===== config.mk =====
export PLATFORM = sky130hd
export DESIGN_NAME = mapping_budget_lru
export DESIGN_NICKNAME = d
export VERILOG_FILES = /design/src/hw/rtl/mbl_pkg.sv /design/src/hw/rtl/mbl_alu.sv /design/src/hw/rtl/mbl_lru.sv /design/src/hw/rtl/mapping_budget_lru.sv
export SDC_FILE = /design/constraint.sdc
export NUM_CORES = 2
export LEC_CHECK = 0
export ABC_AREA = 1
export BUFFER_PORTS_ARGS = -buffer_cell sky130_fd_sc_hd__buf_2
export CORE_MARGIN = 4
export CORE_UTILIZATION = 30
export CTS_CLUSTER_DIAMETER = 150
export CTS_CLUSTER_SIZE = 40
export DETAILED_ROUTE_END_ITERATION = 16
export GPL_ROUTABILITY_DRIVEN = 0
export PLACE_DENSITY = 0.46
export SETUP_SLACK_MARGIN = 0.5
export SLEW_MARGIN = 10
export SYNTH_ARGS = -nofsm -noshare
export SYNTH_HDL_FRONTEND = slang
export SYNTH_SLANG_ARGS = --single-unit

===== constraint.sdc =====
create_clock -name clk -period 6.1 [get_ports clk]
set_clock_uncertainty 0.1 [all_clocks]
set_input_delay 0.61 -clock clk [delete_from_list [all_inputs] [get_ports clk]]
set_output_delay 0.61 -clock clk [all_outputs]
set_load 0.01 [all_outputs]

===== src/hw/rtl/mbl_pkg.sv =====
package mbl_pkg;

	localparam int ENTRIES = 32;
	localparam int ID_W = 5;
	localparam int CNT_W = 16;
	localparam int TOT_W = 20;
	localparam int SZ_W = 13;
	localparam int LEN_W = 6;

	localparam logic [SZ_W-1:0] MAX_OBJECT_PAGES = 13'd4096;
	localparam logic [TOT_W-1:0] TOTAL_MAX = 20'hFFFFF;
	localparam logic [CNT_W-1:0] COUNT_MAX = 16'hFFFF;
	localparam logic [TOT_W-1:0] BUDGET_RESET = 20'd256;

	typedef enum logic [1:0] {
		CMD_ACQUIRE = 2'd0,
		CMD_RELEASE = 2'd1,
		CMD_FREE    = 2'd2,
		CMD_NONE    = 2'd3
	} cmd_t;

	typedef enum logic [2:0] {
		ST_NEW       = 3'd0,
		ST_ALREADY   = 3'd1,
		ST_OVER      = 3'd2,
		ST_UNDERFLOW = 3'd3,
		ST_DONE      = 3'd4
	} status_t;

	localparam logic KIND_EVICT = 1'b0;
	localparam logic KIND_FINAL = 1'b1;

	typedef enum logic [1:0] {
		S_IDLE,
		S_CHK,
		S_EVICT,
		S_FIN
	} state_t;

	typedef struct packed {
		logic            push;
		logic            remove;
		logic            pop;
		logic [ID_W-1:0] id;
	} lru_cmd_t;

endpackage


===== src/hw/rtl/mbl_alu.sv =====
module mbl_alu (
	input  logic [mbl_pkg::TOT_W-1:0] a,
	input  logic [mbl_pkg::TOT_W-1:0] b,
	input  logic                      sub,
	input  logic [mbl_pkg::TOT_W-1:0] budget,
	output logic [mbl_pkg::TOT_W-1:0] res,
	output logic                      over
);
	import mbl_pkg::*;

	logic [TOT_W:0] sum;

	always_comb begin
		sum = {1'b0, a} + {1'b0, b};
		over = sum > {1'b0, budget};
		if (sub) begin
			res = (a >= b) ? a - b : '0;
		end else begin
			res = sum[TOT_W] ? TOTAL_MAX : sum[TOT_W-1:0];
		end
	end

endmodule


===== src/hw/rtl/mbl_lru.sv =====
module mbl_lru (
	input  logic                      clk,
	input  logic                      arst_n,
	input  mbl_pkg::lru_cmd_t         op,
	output logic [mbl_pkg::ID_W-1:0]  head,
	output logic [mbl_pkg::LEN_W-1:0] len
);
	import mbl_pkg::*;

	logic [ID_W-1:0] order_q [ENTRIES];
	logic [LEN_W-1:0] len_q;
	logic [ENTRIES-1:0] hit;
	logic [ENTRIES-1:0] shift;

	// shift[j]: entry j takes its successor (at or after the removed slot)
	always_comb begin
		for (int j = 0; j < ENTRIES; j++) begin
			hit[j] = (LEN_W'(j) < len_q) && (op.pop ? (j == 0) : (order_q[j] == op.id));
		end
		shift[0] = hit[0];
		for (int j = 1; j < ENTRIES; j++) begin
			shift[j] = shift[j-1] | hit[j];
		end
	end

	always_ff @(posedge clk) begin
		for (int j = 0; j < ENTRIES; j++) begin
			if ((op.remove || op.pop) && shift[j] && j + 1 < ENTRIES) begin
				order_q[j] <= order_q[(j + 1) % ENTRIES];
			end else if (op.push && len_q == LEN_W'(j)) begin
				order_q[j] <= op.id;
			end
		end
	end

	always_ff @(posedge clk or negedge arst_n) begin
		if (!arst_n) begin
			len_q <= '0;
		end else if ((op.remove || op.pop) && shift[ENTRIES-1]) begin
			len_q <= len_q - 1'b1;
		end else if (op.push && len_q < LEN_W'(ENTRIES)) begin
			len_q <= len_q + 1'b1;
		end
	end

	assign head = order_q[0];
	assign len = len_q;

endmodule


===== src/hw/rtl/mapping_budget_lru.sv =====
// channel   signals                                           accepted when
// command   start, cmd, object_id, size_pages                 start && !busy
// result    result_valid, kind, result_object, status,
//           in_use_total, use_count_out, last                 result_valid (one cycle)
// config    cfg_we, cfg_wdata (budget_pages)                  cfg_we
//
// states chk, then evict and chk per eviction, then fin: the shared add/subtract unit
// tests total plus size against the budget in chk; evict pops the lru head.
// busy is high from the cycle after start until the final item is shown.
// reset clears mapped flags, use counts, lru length, page total; budget back to 256.
// results cannot be held off, so nothing in the block waits on the receiver.
module mapping_budget_lru (
	input  logic                      clk,
	input  logic                      arst_n,
	input  logic                      start,
	output logic                      busy,
	input  logic [1:0]                cmd,
	input  logic [mbl_pkg::ID_W-1:0]  object_id,
	input  logic [mbl_pkg::SZ_W-1:0]  size_pages,
	input  logic                      cfg_we,
	input  logic [mbl_pkg::TOT_W-1:0] cfg_wdata,
	output logic                      result_valid,
	output logic                      kind,
	output logic [mbl_pkg::ID_W-1:0]  result_object,
	output logic [2:0]                status,
	output logic [mbl_pkg::TOT_W-1:0] in_use_total,
	output logic [mbl_pkg::CNT_W-1:0] use_count_out,
	output logic                      last
);
	import mbl_pkg::*;

	state_t state_q, state_d;

	cmd_t cmd_q;
	logic [ID_W-1:0] id_q;
	logic [SZ_W-1:0] sz_q;
	logic [TOT_W-1:0] budget_q;
	logic [TOT_W-1:0] total_q;

	logic mapped_q [ENTRIES];
	logic [CNT_W-1:0] count_q [ENTRIES];
	logic [SZ_W-1:0] esize_q [ENTRIES];

	logic valid_q;
	logic kind_q;
	logic [ID_W-1:0] obj_q;
	status_t status_q;
	logic [TOT_W-1:0] tot_out_q;
	logic [CNT_W-1:0] cnt_out_q;
	logic last_q;

	logic bad;
	logic cur_mapped;
	logic [CNT_W-1:0] cur_cnt;
	logic [CNT_W-1:0] new_cnt;
	status_t fin_status;
	logic [SZ_W-1:0] sz_in;

	logic alu_sub;
	logic [TOT_W-1:0] alu_b;
	logic [TOT_W-1:0] alu_res;
	logic alu_over;

	lru_cmd_t lru_op;
	logic [ID_W-1:0] lru_head;
	logic [LEN_W-1:0] lru_len;

	mbl_alu u_alu (
		.a      (total_q),
		.b      (alu_b),
		.sub    (alu_sub),
		.budget (budget_q),
		.res    (alu_res),
		.over   (alu_over)
	);

	mbl_lru u_lru (
		.clk    (clk),
		.arst_n (arst_n),
		.op     (lru_op),
		.head   (lru_head),
		.len    (lru_len)
	);

	assign bad = ({1'b0, id_q} >= LEN_W'(ENTRIES)) || (cmd_q == CMD_NONE);
	assign cur_mapped = mapped_q[id_q];
	assign cur_cnt = count_q[id_q];

	always_comb begin
		if (size_pages == '0) begin
			sz_in = SZ_W'(1);
		end else if (size_pages > MAX_OBJECT_PAGES) begin
			sz_in = MAX_OBJECT_PAGES;
		end else begin
			sz_in = size_pages;
		end
	end

	// next state
	always_comb begin
		state_d = state_q;
		unique case (state_q)
			S_IDLE: begin
				if (start) state_d = S_CHK;
			end
			S_CHK: begin
				if (bad) begin
					state_d = S_IDLE;
				end else if (cmd_q == CMD_ACQUIRE && !cur_mapped && alu_over
						&& lru_len != '0) begin
					state_d = S_EVICT;
				end else begin
					state_d = S_FIN;
				end
			end
			S_EVICT: state_d = S_CHK;
			S_FIN:   state_d = S_IDLE;
			default: state_d = S_IDLE;
		endcase
	end

	// control outputs
	always_comb begin
		alu_sub = 1'b0;
		alu_b = TOT_W'(sz_q);
		lru_op = '0;
		lru_op.id = id_q;
		new_cnt = cur_cnt;
		fin_status = ST_DONE;
		unique case (cmd_q)
			CMD_ACQUIRE: begin
				new_cnt = (cur_cnt == COUNT_MAX) ? cur_cnt : cur_cnt + 1'b1;
				fin_status = cur_mapped ? ST_ALREADY : (alu_over ? ST_OVER : ST_NEW);
			end
			CMD_RELEASE: begin
				new_cnt = (cur_cnt == '0) ? cur_cnt : cur_cnt - 1'b1;
				fin_status = (cur_cnt == '0) ? ST_UNDERFLOW : ST_DONE;
			end
			default: begin
				new_cnt = '0;
				fin_status = ST_DONE;
			end
		endcase
		unique case (state_q)
			S_EVICT: begin
				alu_sub = 1'b1;
				alu_b = TOT_W'(esize_q[lru_head]);
				lru_op.pop = 1'b1;
			end
			S_FIN: begin
				unique case (cmd_q)
					CMD_ACQUIRE: lru_op.remove = cur_mapped && cur_cnt == '0;
					CMD_RELEASE: lru_op.push = cur_mapped && cur_cnt == CNT_W'(1);
					CMD_FREE: begin
						alu_sub = 1'b1;
						alu_b = TOT_W'(esize_q[id_q]);
						lru_op.remove = cur_mapped;
					end
					default: lru_op = lru_op;
				endcase
			end
			default: alu_sub = 1'b0;
		endcase
	end

	always_ff @(posedge clk or negedge arst_n) begin
		if (!arst_n) begin
			state_q <= S_IDLE;
			budget_q <= BUDGET_RESET;
			total_q <= '0;
			valid_q <= 1'b0;
			for (int j = 0; j < ENTRIES; j++) begin
				mapped_q[j] <= 1'b0;
				count_q[j] <= '0;
			end
		end else begin
			state_q <= state_d;
			valid_q <= 1'b0;
			if (cfg_we) budget_q <= cfg_wdata;
			if (state_q == S_CHK && bad) valid_q <= 1'b1;
			if (state_q == S_EVICT) begin
				valid_q <= 1'b1;
				mapped_q[lru_head] <= 1'b0;
				total_q <= alu_res;
			end
			if (state_q == S_FIN) begin
				valid_q <= 1'b1;
				count_q[id_q] <= new_cnt;
				if (cmd_q == CMD_ACQUIRE && !cur_mapped) begin
					mapped_q[id_q] <= 1'b1;
					total_q <= alu_res;
				end
				if (cmd_q == CMD_FREE && cur_mapped) begin
					mapped_q[id_q] <= 1'b0;
					total_q <= alu_res;
				end
			end
		end
	end

	always_ff @(posedge clk) begin
		if (state_q == S_IDLE && start) begin
			cmd_q <= cmd_t'(cmd);
			id_q <= object_id;
			sz_q <= sz_in;
		end
		if (state_q == S_FIN && cmd_q == CMD_ACQUIRE && !cur_mapped) begin
			esize_q[id_q] <= sz_q;
		end
		if (state_q == S_CHK && bad) begin
			kind_q <= KIND_FINAL;
			obj_q <= id_q;
			status_q <= ST_DONE;
			tot_out_q <= total_q;
			cnt_out_q <= '0;
			last_q <= 1'b1;
		end
		if (state_q == S_EVICT) begin
			kind_q <= KIND_EVICT;
			obj_q <= lru_head;
			status_q <= ST_DONE;
			tot_out_q <= alu_res;
			cnt_out_q <= '0;
			last_q <= 1'b0;
		end
		if (state_q == S_FIN) begin
			kind_q <= KIND_FINAL;
			obj_q <= id_q;
			status_q <= fin_status;
			tot_out_q <= ((cmd_q == CMD_ACQUIRE || cmd_q == CMD_FREE) && (cmd_q == CMD_FREE
				? cur_mapped : !cur_mapped)) ? alu_res : total_q;
			cnt_out_q <= new_cnt;
			last_q <= 1'b1;
		end
	end

	assign busy = state_q != S_IDLE;
	assign result_valid = valid_q;
	assign kind = kind_q;
	assign result_object = obj_q;
	assign status = status_q;
	assign in_use_total = tot_out_q;
	assign use_count_out = cnt_out_q;
	assign last = last_q;

endmodule


==> results.py <==
metrics = {
    "run_status": {
        "status": "finished with violations",
        "violations": "negative setup slack",
    },
    "synthesis": {
        "yosys_warnings": 0,
        "async_flop_share": 0.479,
        "synth.top_cell.area_share": 0.314,
        "synth_seq_cells": 1239,
        "synth_ff_type": "edfxtp_1",
        "postSynthAreaPerCell_sq_um": 9.35,
        "synth.area.top_cells": "edfxtp_1 31%, dfrtp_1 24%, o21ai_0 7.2%",
        "ys_seq_area_frac": 0.558,
        "syn-cell-area_sq_um": 61200,
        "synth_edf_count": 640,
        "synth_common_cells": "1058 x nand2_1, 884 x o21ai_0, 640 x edfxtp_1",
        "synth_most_common_cell": "nand2_1",
        "synth_fp_nets": 6647,
        "synth.largest_area_cell": "edfxtp_1",
        "syn_inst": 6546,
        "yosys.cell_types.count": 63,
    },
    "power": {
        "p_sw_mw": 9.31,
        "power_frac_seq": 0.431,
        "comb_power_share": 0.402,
        "power.density_nw_per_um2": 336,
        "p_sw_frac": 0.398,
        "leakage_nw": 27.1,
        "ir_worst_vdd_v": 0.000226,
        "power.internal_mw": 14.1,
        "pwr-share-clk": 0.167,
        "p_total_mw": 23.4,
    },
    "critical_path": {
        "critPathMaxStageDelay_ns": 0.47,
        "cp_max_fo": 8,
        "crit_top_cell": "a21oi_2",
        "worstSetupPathType": "register to register",
        "path_delay_family": "compound AO/OA/AOI/OAI gates",
        "critPathSlowestCell": "edfxtp_1",
        "cp.arrival_ns": 6.77,
        "crit_buf_inv": 9,
        "start_kind": "register",
        "required_ns": 6.61,
        "worst_setup_path_end_kind": "register",
    },
    "die": {
        "fp.dieH_um": 460,
        "die_area_sq_um": 211000,
        "io_pins": 92,
        "start_util": 0.302,
        "rows": 165,
        "die_x_um": 460,
        "core_sq_um": 203000,
    },
    "route": {
        "via_per_inst": 5.39,
        "ant_nets": 0,
        "avgRoutedWirePerCell_um": 24.1,
        "vias": 50908,
        "route.detailed.drc": 0,
        "first_pass_iters": 6,
        "wirelength_um": 228000,
        "drt_iter0_markers": 5376,
    },
    "clock_network": {
        "clkTransAtPathRegs_ns": 0.16,
        "tritoncts": "yes",
        "cts_root_buffer": "clkbuf_16",
        "clkLatencyLatePin_ns": 0.71,
        "cts_made_buffers": 37,
        "clock_path_buffers": 3,
        "cts_num_sinks": 1239,
        "htree_levels": 2,
    },
    "final_layout": {
        "syn_to_final_growth_pct": 13.6,
        "fillers": 20657,
        "utilization": 0.344,
        "ff_latch_area_sq_um": 34200,
        "drive_gt1_frac": 0.139,
        "multiInputGateArea_sq_um": 23800,
        "final_nets": 6855,
        "instances_no_fill": 9451,
    },
    "grt": {
        "grt_max_degree": 170,
        "overflow": 0,
        "grt_pass1_wl_um": 337000,
        "grt_pass1_vias": 48343,
        "grt_usage": 0.209,
        "grt_antenna_before_repair": 3,
    },
    "sta": {
        "slew_viol_final": 0,
        "slew_headroom": 0.251,
        "setup_viol": 2,
        "rsz0062_at_grt": "yes",
        "worstMarginPinSlew_ns": 1.12,
        "setup_ws_ns": -0.164,
        "period_share": 1.03,
        "finalCriticalPeriod_ns": 6.26,
        "fmax_ghz": 0.160,
        "final_hold_viol_count": 0,
    },
    "worst_hold_path": {
        "min_path_type": "input port to register",
    },
    "place": {
        "dp_hpwl_um": 157000,
        "dp.cells": 9317,
        "portBuffers": 91,
    },
    "run": {
        "drv_cap": 0,
    },
}
==> sequential cells by signal, indices dropped and copies added (netlist names), named ones only <==
register       count
total_q           20
u_lru.order_q    160
result_valid       1
count_q          512
state_q            2
in_use_total      20
mapped_q          32
esize_q          416
status             3
result_object      5
u_lru.len          6
use_count_out     16
cmd_q              2
sz_q              13
id_q               5
last               1
budget_q          20
==> per-stage QoR <==
step	worst slack (ns)	hold slack [ns]	setup TNS, ns	cell area [sq um]
5_1_grt	-0.609	0.0389	-1.15	69600
3_3_place_gp	-0.589	0.364	-1.18	67000
6_report	-0.164	0.0563	-0.268	69600
2_1_floorplan	0.468	0.214	0	61400
3_5_place_dp	-0.642	0.369	-1.57	67000
4_1_cts	-0.0751	0.00580	-0.0751	68900
==> placed cells by master, fill, tap and decap left out, drive strengths merged, types with 11 or more instances in the layout <==
cell type	count
a211oi	14
a21o	11
a21oi	323
a221oi	30
a22o	17
a22oi	338
a31oi	42
buf	601
clkbuf	54
dfrtp	592
dlygate4sd3	21
edfxtp	640
ha	55
inv	566
nand2	1068
nand3	262
nand4	47
nor2	415
nor3	44
nor4	39
o211ai	192
o21ai	1096
o221ai	14
o22ai	75
or2	56
xnor2	27
xor2	67
==> metal layers <==
layer  global-route usage  vias to the layer above  routed length, um  part of all wire
li1                     -                    23379                  -                 -
met1                0.304                    25414             104000              0.46
met2                0.334                     1852             104000              0.46
met3               0.0242                      263              13900             0.061
met4               0.0504                        0               5890             0.026
met5                    0                        -                  0                 0
==> repair_timing <==
action	in CTS	in global routing
pin swaps	40	43
buffers inserted	22	26
resized for setup	86	137
hold buffers	21	0
gates cloned	1	0
setup endpoints to repair	45	177
endpoints found under the hold margin	123	0
==> power by group through the flow <==
stage | clock network, mW | registers, mW | logic (mW)
final | 3.90 | 10.1 | 9.41
after global routing | 4.28 | 10.1 | 10.2
after CTS | 4.04 | 10.1 | 8.90
after detailed placement | 0 | 10.3 | 8.65
after global placement | 0 | 10.3 | 8.60
after floorplan | 0 | 10.2 | 4.78
==> layout make-up <==
cell class | instances | area share
clock buffers | 54 | 0.0142
multi-input cells | 4288 | 0.342
inverters | 566 | 0.0312
clock inverters | 7 | 0.00119
flip-flops and latches | 1239 | 0.491
well taps | 2672 | 0.0481
diodes | 3 | 0.000108
repair buffers | 622 | 0.0719
==> tightest hold or removal path, cell delays in order <==
cell and delay (ns):
buf_2 0.09, nand2_1 0.05, o21ai_0 0.06
==> logic make-up (layout without fill, tap and decap cells) <==
kind of cell,Yosys count,count (layout),synth area share
AO/OA/AOI/OAI,2187,2187,0.211
AND/OR/NAND/NOR,1937,1938,0.136
flip-flops,1239,1239,0.558
buffers and inverters,1020,1249,0.0674
XOR/XNOR,94,94,0.0134
adder cells (fa/ha/maj),58,58,0.0121
multiplexers,11,11,0.00182
other,0,3,0
==> path summary, 6_finish.rpt <==
kind                       slack (ns)           startpoint           end  depth (start not counted)
max                             -0.16  u_lru.order_q[0][0]    state_q[0]                         43
min                              0.06        cfg_wdata[13]  budget_q[13]                          3
max reg2reg                     -0.16  u_lru.order_q[0][0]    state_q[0]                         43
min reg2reg                      0.40         count_q[367]  count_q[367]                          2
max in group asynchronous        3.91               arst_n   count_q[12]                          3
min in group asynchronous        0.49               arst_n  count_q[180]                          2
Note: power is estimated with default switching activity, not from simulation.
